$ cat src/rtl/rlpf_pkg.sv
// Package with the types, constants and helper functions of the RGB light pattern fader.
`default_nettype none

package rlpf_pkg;

    localparam int FRAC_BITS   = 16;
    localparam int FADE_STEPS  = 200;
    localparam int PCT_W       = 7;
    localparam int LEVEL_W     = PCT_W + FRAC_BITS;
    localparam int HOLD_W      = 16;
    localparam int DUTY_W      = 10;
    localparam int PRESET_W    = 3;
    localparam int NUM_CH      = 3;

    localparam int STEP_SHIFT  = LEVEL_W + $clog2(FADE_STEPS);
    localparam int MUL_W       = LEVEL_W + 1;
    localparam int PROD_W      = LEVEL_W + MUL_W;
    localparam int SCALE_W     = LEVEL_W + 4;
    localparam int ROUND_W     = SCALE_W - FRAC_BITS;

    localparam logic [63:0] STEP_MUL_FULL =
        ((64'd1 << STEP_SHIFT) + 64'(FADE_STEPS) - 64'd1) / 64'(FADE_STEPS);
    localparam logic [MUL_W-1:0] STEP_MUL = STEP_MUL_FULL[MUL_W-1:0];

    localparam logic [LEVEL_W-1:0] MIN_DIST   = LEVEL_W'((1 << FRAC_BITS) / 100);
    localparam logic [SCALE_W-1:0] ROUND_HALF = SCALE_W'(1) << (FRAC_BITS - 1);

    localparam logic [PCT_W-1:0]   MAX_PCT  = PCT_W'(100);
    localparam logic [DUTY_W-1:0]  DUTY_MAX = DUTY_W'(1000);
    localparam logic [PRESET_W-1:0] LAST_PRESET = PRESET_W'(5);

    localparam logic [HOLD_W-1:0] CYCLE_HOLD_RESET = HOLD_W'(800);
    localparam logic [HOLD_W-1:0] XMAS_HOLD_RESET  = HOLD_W'(3800);
    localparam logic [PCT_W-1:0]  MARGIN_RESET     = PCT_W'(5);
    localparam logic [PCT_W-1:0]  CUTOFF_RESET     = PCT_W'(10);

    typedef logic [PCT_W-1:0]   pct_t;
    typedef logic [LEVEL_W-1:0] level_t;
    typedef logic [DUTY_W-1:0]  duty_t;
    typedef logic [HOLD_W-1:0]  hold_t;
    typedef logic [PRESET_W-1:0] preset_t;

    typedef logic [NUM_CH-1:0][PCT_W-1:0]   rgb_pct_t;
    typedef logic [NUM_CH-1:0][LEVEL_W-1:0] rgb_level_t;
    typedef logic [NUM_CH-1:0][DUTY_W-1:0]  rgb_duty_t;

    typedef enum logic [2:0] {
        FUNC_TICK  = 3'd0,
        FUNC_SET   = 3'd1,
        FUNC_FADE  = 3'd2,
        FUNC_CYCLE = 3'd3,
        FUNC_XMAS  = 3'd4,
        FUNC_STOP  = 3'd5
    } func_t;

    typedef enum logic [1:0] {
        MODE_IDLE  = 2'd0,
        MODE_FADE  = 2'd1,
        MODE_CYCLE = 2'd2,
        MODE_XMAS  = 2'd3
    } mode_t;

    typedef enum logic [1:0] {
        CFG_CYCLE_HOLD   = 2'd0,
        CFG_XMAS_HOLD    = 2'd1,
        CFG_CLOSE_MARGIN = 2'd2,
        CFG_DARK_CUTOFF  = 2'd3
    } cfg_index_t;

    typedef struct packed {
        logic [2:0] func;
        pct_t       red_in;
        pct_t       green_in;
        pct_t       blue_in;
    } cmd_t;

    typedef struct packed {
        duty_t      red_duty;
        duty_t      green_duty;
        duty_t      blue_duty;
        logic [1:0] mode_now;
    } res_t;

    typedef struct packed {
        hold_t cycle_hold_ticks;
        hold_t xmas_hold_ticks;
        pct_t  close_margin;
        pct_t  dark_cutoff;
    } cfg_t;

    function automatic rgb_pct_t rgb(input pct_t r, input pct_t g, input pct_t b);
        return {b, g, r};
    endfunction

    function automatic rgb_pct_t fade_color(input preset_t idx);
        rgb_pct_t c;
        case (idx)
            3'd0:    c = rgb(7'd100, 7'd0,   7'd0);
            3'd1:    c = rgb(7'd95,  7'd16,  7'd0);
            3'd2:    c = rgb(7'd95,  7'd41,  7'd0);
            3'd3:    c = rgb(7'd0,   7'd100, 7'd0);
            3'd4:    c = rgb(7'd0,   7'd0,   7'd100);
            3'd5:    c = rgb(7'd78,  7'd0,   7'd100);
            3'd6:    c = rgb(7'd100, 7'd0,   7'd0);
            default: c = rgb(7'd95,  7'd16,  7'd0);
        endcase
        return c;
    endfunction

    function automatic rgb_pct_t xmas_color(input logic sel);
        return sel ? rgb(7'd100, 7'd0, 7'd0) : rgb(7'd0, 7'd100, 7'd0);
    endfunction

    function automatic level_t pct_to_level(input pct_t p);
        return level_t'(p) << FRAC_BITS;
    endfunction

    function automatic rgb_level_t rgb_to_levels(input rgb_pct_t c);
        rgb_level_t l;
        for (int i = 0; i < NUM_CH; i++)
        begin
            l[i] = pct_to_level(c[i]);
        end
        return l;
    endfunction

    function automatic pct_t sat_pct(input pct_t p);
        return (p > MAX_PCT) ? MAX_PCT : p;
    endfunction

    function automatic level_t level_dist(input level_t a, input level_t b);
        return (a > b) ? a - b : b - a;
    endfunction

    // Distance divided by the number of fade steps, by multiplication with
    // a rounded-up reciprocal that is exact over the whole level range; a distance below MIN_DIST gives a zero step.
    function automatic level_t step_from_dist(input level_t d);
        logic [PROD_W-1:0] prod;
        prod = PROD_W'(d) * PROD_W'(STEP_MUL);
        return (d < MIN_DIST) ? '0 : level_t'(prod >> STEP_SHIFT);
    endfunction

endpackage

`default_nettype wire

$ cat src/rtl/rlpf_cmd_if.sv
// Command channel interface: valid, ready and one command item.
`default_nettype none

interface rlpf_cmd_if;
    logic              valid;
    logic              ready;
    rlpf_pkg::cmd_t    data;

    modport source (output valid, output data, input ready);
    modport sink (input valid, input data, output ready);
endinterface

`default_nettype wire

$ cat src/rtl/rlpf_res_if.sv
// Result channel interface: valid, ready and one duty result item.
`default_nettype none

interface rlpf_res_if;
    logic              valid;
    logic              ready;
    rlpf_pkg::res_t    data;

    modport source (output valid, output data, input ready);
    modport sink (input valid, input data, output ready);
endinterface

`default_nettype wire

$ cat src/rtl/rlpf_core.sv
// Pattern state: channel levels, fade steps, mode, preset and hold counter.
`default_nettype none

module rlpf_core (
    input  wire logic                 clk,
    input  wire logic                 rst_n,
    input  wire logic                 advance,
    input  wire rlpf_pkg::cmd_t       cmd,
    input  wire rlpf_pkg::cfg_t       cfg,
    output rlpf_pkg::rgb_level_t      level_next,
    output rlpf_pkg::mode_t           mode_next
);

    rlpf_pkg::rgb_level_t level_reg;
    rlpf_pkg::rgb_level_t step_reg;
    rlpf_pkg::rgb_level_t step_next;
    rlpf_pkg::mode_t      mode_reg;
    rlpf_pkg::preset_t    preset_reg;
    rlpf_pkg::preset_t    preset_next;
    rlpf_pkg::hold_t      hold_reg;
    rlpf_pkg::hold_t      hold_next;

    rlpf_pkg::rgb_pct_t   fade_tgt;
    rlpf_pkg::rgb_pct_t   step_tgt;
    rlpf_pkg::rgb_level_t tgt_level;
    rlpf_pkg::rgb_level_t tick_level;
    rlpf_pkg::rgb_level_t step_base;
    rlpf_pkg::rgb_level_t new_step;
    rlpf_pkg::level_t     margin_level;
    logic [rlpf_pkg::NUM_CH-1:0] ch_close;
    logic                 all_close;
    logic                 start_fade;

    rlpf_pkg::preset_t    fade_preset_inc;
    logic                 xmas_sel_inc;
    rlpf_pkg::hold_t      hold_sel;
    rlpf_pkg::hold_t      hold_limit;
    logic [rlpf_pkg::HOLD_W:0] hold_inc;
    logic                 hold_done;

    assign start_fade      = (cmd.func == rlpf_pkg::FUNC_FADE);
    assign fade_tgt        = rlpf_pkg::fade_color(preset_reg);
    assign margin_level    = rlpf_pkg::pct_to_level(cfg.close_margin);
    assign fade_preset_inc = (preset_reg == rlpf_pkg::LAST_PRESET) ? '0 : preset_reg + 1'b1;
    assign xmas_sel_inc    = ~preset_reg[0];
    assign step_tgt        = start_fade ? rlpf_pkg::fade_color('0)
                                        : rlpf_pkg::fade_color(fade_preset_inc);

    assign hold_sel   = (mode_reg == rlpf_pkg::MODE_CYCLE) ? cfg.cycle_hold_ticks
                                                           : cfg.xmas_hold_ticks;
    assign hold_limit = (hold_sel == '0) ? rlpf_pkg::hold_t'(1) : hold_sel;
    assign hold_inc   = {1'b0, hold_reg} + 1'b1;
    assign hold_done  = (hold_inc >= {1'b0, hold_limit});

    for (genvar c = 0; c < rlpf_pkg::NUM_CH; c++)
    begin : g_ch
        rlpf_pkg::level_t cur_dist;

        assign tgt_level[c] = rlpf_pkg::pct_to_level(fade_tgt[c]);
        assign cur_dist     = rlpf_pkg::level_dist(level_reg[c], tgt_level[c]);

        always_comb
        begin
            if (cur_dist <= step_reg[c] || step_reg[c] == '0)
            begin
                tick_level[c] = tgt_level[c];
            end
            else if (level_reg[c] < tgt_level[c])
            begin
                tick_level[c] = level_reg[c] + step_reg[c];
            end
            else
            begin
                tick_level[c] = level_reg[c] - step_reg[c];
            end
        end

        assign ch_close[c]  = rlpf_pkg::level_dist(tick_level[c], tgt_level[c]) <= margin_level;
        assign step_base[c] = start_fade ? level_reg[c] : tick_level[c];
        assign new_step[c]  = rlpf_pkg::step_from_dist(
            rlpf_pkg::level_dist(step_base[c], rlpf_pkg::pct_to_level(step_tgt[c])));
    end

    assign all_close = &ch_close;

    always_comb
    begin
        level_next  = level_reg;
        step_next   = step_reg;
        mode_next   = mode_reg;
        preset_next = preset_reg;
        hold_next   = hold_reg;
        unique case (cmd.func)
            rlpf_pkg::FUNC_TICK:
            begin
                unique case (mode_reg)
                    rlpf_pkg::MODE_FADE:
                    begin
                        level_next = tick_level;
                        if (all_close)
                        begin
                            preset_next = fade_preset_inc;
                            step_next   = new_step;
                        end
                    end
                    rlpf_pkg::MODE_CYCLE:
                    begin
                        if (hold_done)
                        begin
                            hold_next   = '0;
                            preset_next = fade_preset_inc;
                            level_next  = rlpf_pkg::rgb_to_levels(
                                rlpf_pkg::fade_color(fade_preset_inc));
                        end
                        else
                        begin
                            hold_next = hold_inc[rlpf_pkg::HOLD_W-1:0];
                        end
                    end
                    rlpf_pkg::MODE_XMAS:
                    begin
                        if (hold_done)
                        begin
                            hold_next   = '0;
                            preset_next = rlpf_pkg::preset_t'(xmas_sel_inc);
                            level_next  = rlpf_pkg::rgb_to_levels(
                                rlpf_pkg::xmas_color(xmas_sel_inc));
                        end
                        else
                        begin
                            hold_next = hold_inc[rlpf_pkg::HOLD_W-1:0];
                        end
                    end
                    default:
                    begin
                    end
                endcase
            end
            rlpf_pkg::FUNC_SET:
            begin
                level_next = rlpf_pkg::rgb_to_levels(rlpf_pkg::rgb(
                    rlpf_pkg::sat_pct(cmd.red_in),
                    rlpf_pkg::sat_pct(cmd.green_in),
                    rlpf_pkg::sat_pct(cmd.blue_in)));
            end
            rlpf_pkg::FUNC_FADE:
            begin
                mode_next   = rlpf_pkg::MODE_FADE;
                preset_next = '0;
                hold_next   = '0;
                step_next   = new_step;
            end
            rlpf_pkg::FUNC_CYCLE:
            begin
                mode_next   = rlpf_pkg::MODE_CYCLE;
                preset_next = '0;
                hold_next   = '0;
                level_next  = rlpf_pkg::rgb_to_levels(rlpf_pkg::fade_color('0));
            end
            rlpf_pkg::FUNC_XMAS:
            begin
                mode_next   = rlpf_pkg::MODE_XMAS;
                preset_next = '0;
                hold_next   = '0;
                level_next  = rlpf_pkg::rgb_to_levels(rlpf_pkg::xmas_color(1'b0));
            end
            rlpf_pkg::FUNC_STOP:
            begin
                mode_next = rlpf_pkg::MODE_IDLE;
            end
            default:
            begin
            end
        endcase
    end

    always_ff @(posedge clk or negedge rst_n)
    begin
        if (!rst_n)
        begin
            level_reg  <= '0;
            step_reg   <= '0;
            mode_reg   <= rlpf_pkg::MODE_IDLE;
            preset_reg <= '0;
            hold_reg   <= '0;
        end
        else if (advance)
        begin
            level_reg  <= level_next;
            step_reg   <= step_next;
            mode_reg   <= mode_next;
            preset_reg <= preset_next;
            hold_reg   <= hold_next;
        end
    end

endmodule

`default_nettype wire

$ cat src/rtl/rlpf_duty.sv
// Conversion of channel levels to rounded per-mille duty with the dark cutoff.
`default_nettype none

module rlpf_duty (
    input  wire rlpf_pkg::rgb_level_t level,
    input  wire rlpf_pkg::pct_t       dark_cutoff,
    output rlpf_pkg::rgb_duty_t       duty
);

    rlpf_pkg::level_t cutoff_level;

    assign cutoff_level = rlpf_pkg::pct_to_level(dark_cutoff);

    for (genvar c = 0; c < rlpf_pkg::NUM_CH; c++)
    begin : g_ch
        logic [rlpf_pkg::SCALE_W-1:0] scaled;
        logic [rlpf_pkg::ROUND_W-1:0] rounded;

        assign scaled  = (rlpf_pkg::SCALE_W'(level[c]) << 3)
                       + (rlpf_pkg::SCALE_W'(level[c]) << 1)
                       + rlpf_pkg::ROUND_HALF;
        assign rounded = rlpf_pkg::ROUND_W'(scaled >> rlpf_pkg::FRAC_BITS);

        always_comb
        begin
            if (level[c] < cutoff_level)
            begin
                duty[c] = '0;
            end
            else if (rounded > rlpf_pkg::ROUND_W'(rlpf_pkg::DUTY_MAX))
            begin
                duty[c] = rlpf_pkg::DUTY_MAX;
            end
            else
            begin
                duty[c] = rounded[rlpf_pkg::DUTY_W-1:0];
            end
        end
    end

endmodule

`default_nettype wire

$ cat src/rtl/rgb_led_pattern_fader.sv
// Top level of the RGB light pattern fader: channels, configuration and output register.
`default_nettype none

// Every command transfer yields exactly one result transfer. A command is
// registered on acceptance, processed by the pattern state logic once the
// result register is empty or is being read, and its result lands in the
// output register, from which it is offered. One command per cycle is taken
// as long as results are taken. The result register and the command register
// together let a new command in while a finished result still waits.
// Configuration writes go to the register given by cfg_index and should be
// made only while no command is in flight.

module rgb_led_pattern_fader (
    input  wire logic                       clk,
    input  wire logic                       rst_n,
    rlpf_cmd_if.sink                        cmd,
    rlpf_res_if.source                      result,
    input  wire logic                       cfg_we,
    input  wire logic [1:0]                 cfg_index,
    input  wire logic [rlpf_pkg::HOLD_W-1:0] cfg_wdata
);

    rlpf_pkg::cfg_t       cfg_reg;
    logic                 in_valid_reg;
    rlpf_pkg::cmd_t       in_data_reg;
    logic                 res_valid_reg;
    rlpf_pkg::res_t       res_data_reg;
    logic                 advance;
    rlpf_pkg::rgb_level_t level_next;
    rlpf_pkg::mode_t      mode_next;
    rlpf_pkg::rgb_duty_t  duty_next;

    assign advance      = in_valid_reg && (!res_valid_reg || result.ready);
    assign cmd.ready    = !in_valid_reg || advance;
    assign result.valid = res_valid_reg;
    assign result.data  = res_data_reg;

    always_ff @(posedge clk or negedge rst_n)
    begin
        if (!rst_n)
        begin
            cfg_reg.cycle_hold_ticks <= rlpf_pkg::CYCLE_HOLD_RESET;
            cfg_reg.xmas_hold_ticks  <= rlpf_pkg::XMAS_HOLD_RESET;
            cfg_reg.close_margin     <= rlpf_pkg::MARGIN_RESET;
            cfg_reg.dark_cutoff      <= rlpf_pkg::CUTOFF_RESET;
        end
        else if (cfg_we)
        begin
            unique case (cfg_index)
                rlpf_pkg::CFG_CYCLE_HOLD:   cfg_reg.cycle_hold_ticks <= cfg_wdata;
                rlpf_pkg::CFG_XMAS_HOLD:    cfg_reg.xmas_hold_ticks  <= cfg_wdata;
                rlpf_pkg::CFG_CLOSE_MARGIN:
                    cfg_reg.close_margin <= cfg_wdata[rlpf_pkg::PCT_W-1:0];
                rlpf_pkg::CFG_DARK_CUTOFF:
                    cfg_reg.dark_cutoff  <= cfg_wdata[rlpf_pkg::PCT_W-1:0];
                default:
                begin
                end
            endcase
        end
    end

    always_ff @(posedge clk or negedge rst_n)
    begin
        if (!rst_n)
        begin
            in_valid_reg  <= 1'b0;
            res_valid_reg <= 1'b0;
        end
        else
        begin
            if (cmd.ready)
            begin
                in_valid_reg <= cmd.valid;
            end
            if (advance)
            begin
                res_valid_reg <= 1'b1;
            end
            else if (result.ready)
            begin
                res_valid_reg <= 1'b0;
            end
        end
    end

    always_ff @(posedge clk)
    begin
        if (cmd.valid && cmd.ready)
        begin
            in_data_reg <= cmd.data;
        end
        if (advance)
        begin
            res_data_reg.red_duty   <= duty_next[0];
            res_data_reg.green_duty <= duty_next[1];
            res_data_reg.blue_duty  <= duty_next[2];
            res_data_reg.mode_now   <= mode_next;
        end
    end

    rlpf_core u_core (
        .clk        (clk),
        .rst_n      (rst_n),
        .advance    (advance),
        .cmd        (in_data_reg),
        .cfg        (cfg_reg),
        .level_next (level_next),
        .mode_next  (mode_next)
    );

    rlpf_duty u_duty (
        .level       (level_next),
        .dark_cutoff (cfg_reg.dark_cutoff),
        .duty        (duty_next)
    );

endmodule

`default_nettype wire
$ cat src/flat_wrapper.sv
// flat-port wrapper written by rule: the top's interface ports become plain ports
module rgb_led_pattern_fader_flat 
  (clk, rst_n, cfg_we, cfg_index, cfg_wdata, cmd_valid, cmd_data, cmd_ready, result_valid, result_data, result_ready);
  rlpf_cmd_if cmd_i ();
  rlpf_res_if result_i ();
  input  wire logic clk;
  input  wire logic rst_n;
  input  wire logic cfg_we;
  input  wire logic [1:0] cfg_index;
  input  wire logic [rlpf_pkg::HOLD_W-1:0] cfg_wdata;
  input wire logic [$bits(cmd_i.valid)-1:0] cmd_valid;
  input wire logic [$bits(cmd_i.data)-1:0] cmd_data;
  output wire logic [$bits(cmd_i.ready)-1:0] cmd_ready;
  output wire logic [$bits(result_i.valid)-1:0] result_valid;
  output wire logic [$bits(result_i.data)-1:0] result_data;
  input wire logic [$bits(result_i.ready)-1:0] result_ready;
  assign cmd_i.valid = cmd_valid;
  assign cmd_i.data = cmd_data;
  assign cmd_ready = cmd_i.ready;
  assign result_valid = result_i.valid;
  assign result_data = result_i.data;
  assign result_i.ready = result_ready;
  rgb_led_pattern_fader u_core (.clk(clk), .rst_n(rst_n), .cmd(cmd_i), .result(result_i), .cfg_we(cfg_we), .cfg_index(cfg_index), .cfg_wdata(cfg_wdata));
endmodule
$ cat config.mk
export PLATFORM = sky130hd
export DESIGN_NAME = rgb_led_pattern_fader_flat
export DESIGN_NICKNAME = d
export VERILOG_FILES = /design/src/rtl/rlpf_pkg.sv /design/src/rtl/rlpf_cmd_if.sv /design/src/rtl/rlpf_res_if.sv /design/src/rtl/rlpf_core.sv /design/src/rtl/rlpf_duty.sv /design/src/rtl/rgb_led_pattern_fader.sv /design/src/flat_wrapper.sv
export SDC_FILE = /design/constraint.sdc
export NUM_CORES = 2
export LEC_CHECK = 0
export BUFFER_PORTS_ARGS = -buffer_cell sky130_fd_sc_hd__clkbuf_2
export CELL_PAD_IN_SITES_DETAIL_PLACEMENT = 1
export CELL_PAD_IN_SITES_GLOBAL_PLACEMENT = 1
export CORE_UTILIZATION = 40
export CTS_CLUSTER_DIAMETER = 40
export DETAILED_ROUTE_END_ITERATION = 8
export PLACE_DENSITY = 0.65
export SLEW_MARGIN = 20
export SYNTH_ARGS = -nofsm -noshare
export SYNTH_HDL_FRONTEND = slang
export SYNTH_SLANG_ARGS = --single-unit
export TNS_END_PERCENT = 100
$ cat constraint.sdc
create_clock -name clk -period 35.1 [get_ports clk]
set_input_delay 7.02 -clock clk [delete_from_list [all_inputs] [get_ports clk]]
set_output_delay 7.02 -clock clk [all_outputs]
set_load 0.02 [all_outputs]
==> results.sh <==
export IMPL_maxSlewViolCount=0
export IMPL_synth_top_cell_by_area="ha_1"
export IMPL_numCtsBuffers=57
export IMPL_layoutNonFillerInstCount=8722
export IMPL_cts_htree_levels=2
export IMPL_cts_buffer_depth=3
export IMPL_syn2layout_area_growth_pct=8.18
export IMPL_fin_setup_tns_ps=0
export IMPL_drive_gt1_share_pct=6.64
export IMPL_cts_hold_buf=0
export IMPL_dpl_cell_area_um2=61900
export IMPL_path_clk_slew_ps=50
export IMPL_synth_seq_area_share_pct=10.7
export IMPL_die_w_um=386
export IMPL_crit_type="flip-flop to flip-flop"
export IMPL_period_share_pct=51.9
export IMPL_synth_area_leaders="ha_1, fa_1, inv_1"
export IMPL_holdPathStages=1
export IMPL_cts_repair_resized=0
export IMPL_drt_wl_total_mm=207
export IMPL_grt_pass1_wl_mm=325
export IMPL_hold_end="u_core.u_core.step_reg[27]"
export IMPL_cp_data_required_time_ps=35600
export IMPL_io_buffers=80
export IMPL_grt_max_degree=82
export IMPL_io_pin_count=81
export IMPL_synth_ff_type="dfrtp_1"
export IMPL_critPathMaxFanout=18
export IMPL_final_nets=8538
export IMPL_path_common_cell="fa_1"
export IMPL_numClockSinks=242
export IMPL_cts_setup_buffers=0
export IMPL_slowest_delay_ps=720
export IMPL_cts_root_buf="clkbuf_16"
export IMPL_yosysTopAreaCellShare_pct=24.2
export IMPL_min_period_ps=18210
export IMPL_hold_viol_final=0
export IMPL_finalSetupViolCount=0
export IMPL_dpl_hpwl_mm=176
export IMPL_track_usage_pct=27.9
export IMPL_rsz0062_at_grt="no"
export IMPL_synth_edf_count=56
export IMPL_grt_pass1_vias=54148
export IMPL_async_flop_share_pct=76.9
export IMPL_synth_seq_cells=242
export IMPL_antennaDiodeCount=0
export IMPL_yosysMostFrequentCell="inv_1"
export IMPL_die_area_um2=149000
export IMPL_grt_overflow=0
export IMPL_max_freq_mhz=54.9
export IMPL_dpl_cell_count=8614
export IMPL_final_antenna_net_count=0
export IMPL_rr_endpoint="u_core.u_core.step_reg[14]"
export IMPL_synth_cell_area_um2=59100
export IMPL_slew_limit_headroom_pct=23.9
export IMPL_critPathArrivalTime_ps=18710
export IMPL_yosys_top_cells_count="inv_1, ha_1, fa_1, a21oi_1, nand2_1"
export IMPL_syn_inst=6702
export IMPL_core_area_um2=146000
export IMPL_yosysUniqueCellTypes=113
export IMPL_maxCapViolations=0
export IMPL_worstMarginPinSlew_ps=1130
export IMPL_wire_per_inst_um=23.7
export IMPL_drt_iter0_drc=2870
export IMPL_hold_class="flip-flop to flip-flop"
export IMPL_yosys_warnings=0
export IMPL_die_h_um=386
export IMPL_rows=140
export IMPL_start_kind="flip-flop"
export IMPL_largest_reg_flops=69
export IMPL_reg2reg_setup_slack_ps=16890
export IMPL_drc=0
export IMPL_whs_ps=503
export IMPL_cp_end_kind="flip-flop"
export IMPL_slowest_stage="a2111oi_2"
export IMPL_antenna_found_initial=1
export IMPL_skew_ps=87.2
export IMPL_status="finished, final reports clean"
export IMPL_via_per_inst=5.74
export IMPL_avgSynthCellArea_um2=8.82
export IMPL_cts_tree="done"
export IMPL_design_area_um2=64000
export IMPL_vias=50061
export IMPL_ff2ff_path_depth=63
export IMPL_place_gp_congestion=0.929
export IMPL_start_util_pct=40.5
export IMPL_min_from="u_core.u_core.step_reg[27]"
export IMPL_syn_num_nets=8484
export IMPL_worstSkewPairLatency_ps=680
export IMPL_drt_pass1_iter_count=6
export IMPL_rr_startpoint="u_core.u_core.preset_reg[1]"
## layout by cell type, fill, tap and decap left out, types with 88 or more instances in the layout
cell / instances
ha_1: 1145
nor2_1: 295
xnor2_1: 210
buf_4: 88
o21ai_0: 310
fa_1: 590
nor3_1: 95
a21oi_1: 388
inv_1: 1184
nand2_1: 354
mux2_2: 88
nand3_1: 107
xor2_1: 119
a21o_1: 182
dfrtp_1: 172
## worst max path at each step
stage / startpoint / to / depth (start not counted)
after floorplan: u_core.u_core.preset_reg[2] / u_core.u_core.step_reg[36] / 68
after global placement: u_core.u_core.preset_reg[1] / u_core.u_core.step_reg[14] / 63
after detailed placement: u_core.u_core.preset_reg[1] / u_core.u_core.step_reg[14] / 63
after CTS: u_core.u_core.preset_reg[1] / u_core.u_core.step_reg[14] / 63
after global routing: u_core.u_core.preset_reg[1] / u_core.u_core.step_reg[14] / 63
final: u_core.u_core.preset_reg[1] / u_core.u_core.step_reg[14] / 63
## layer usage
layer	track usage [%]	wire length [µm]	up-vias	share of wire, %
li1	-	-	23242	-
met4	7.44	5740	2	2.8
met1	37.8	94400	25469	46
met2	47.1	98800	1069	48
met3	2.75	8260	279	4.0
met5	0	10	-	0.0048
## cells by family (layout without fill, tap and decap cells)
family | count (synthesis) | count (layout) | synth area share, %
AO/OA/AOI/OAI | 1556 | 1556 | 17.6
XOR/XNOR | 329 | 329 | 4.87
adder cells (fa/ha/maj) | 1736 | 1736 | 44.2
buffers and inverters | 1358 | 1461 | 8.70
flip-flops | 242 | 242 | 10.7
multiplexers | 129 | 129 | 2.37
AND/OR/NAND/NOR | 1352 | 1352 | 11.5
## worst max-delay path, delay by kind of cell, from the launching register on
| kind | cells | cell delay (ps) |
|---|---|---|
| AOI/OAI and AO/OA | 23 | 5760 |
| and+or+nand+nor | 21 | 5690 |
| adders and majority gates | 11 | 5010 |
| buffers and inverters | 6 | 710 |
| DFF | 1 | 540 |
| xor gates and xnor gates | 2 | 310 |
## layout make-up
| type | instances | area, µm² |
|---|---|---|
| clock inverters | 38 | 458 |
| well taps | 1917 | 2400 |
| flip-flops and latches | 242 | 6350 |
| fillers | 17112 | 82100 |
| clock buffers | 70 | 1560 |
| repair buffers | 168 | 1070 |
| multi-input cells | 5102 | 47700 |
| inverters | 1185 | 4450 |
## per-stage QoR
stage	utilization, %	worst slack, ps
detailed placement	42.4	17270
CTS	43.8	17140
floorplan	-	20110
global route	43.8	15720
finish	43.8	16890
global placement	42.4	17730
Power is left out: the tool's default activity adds up to more than one toggle a clock period on the data nets, which glitch-free logic cannot reach.
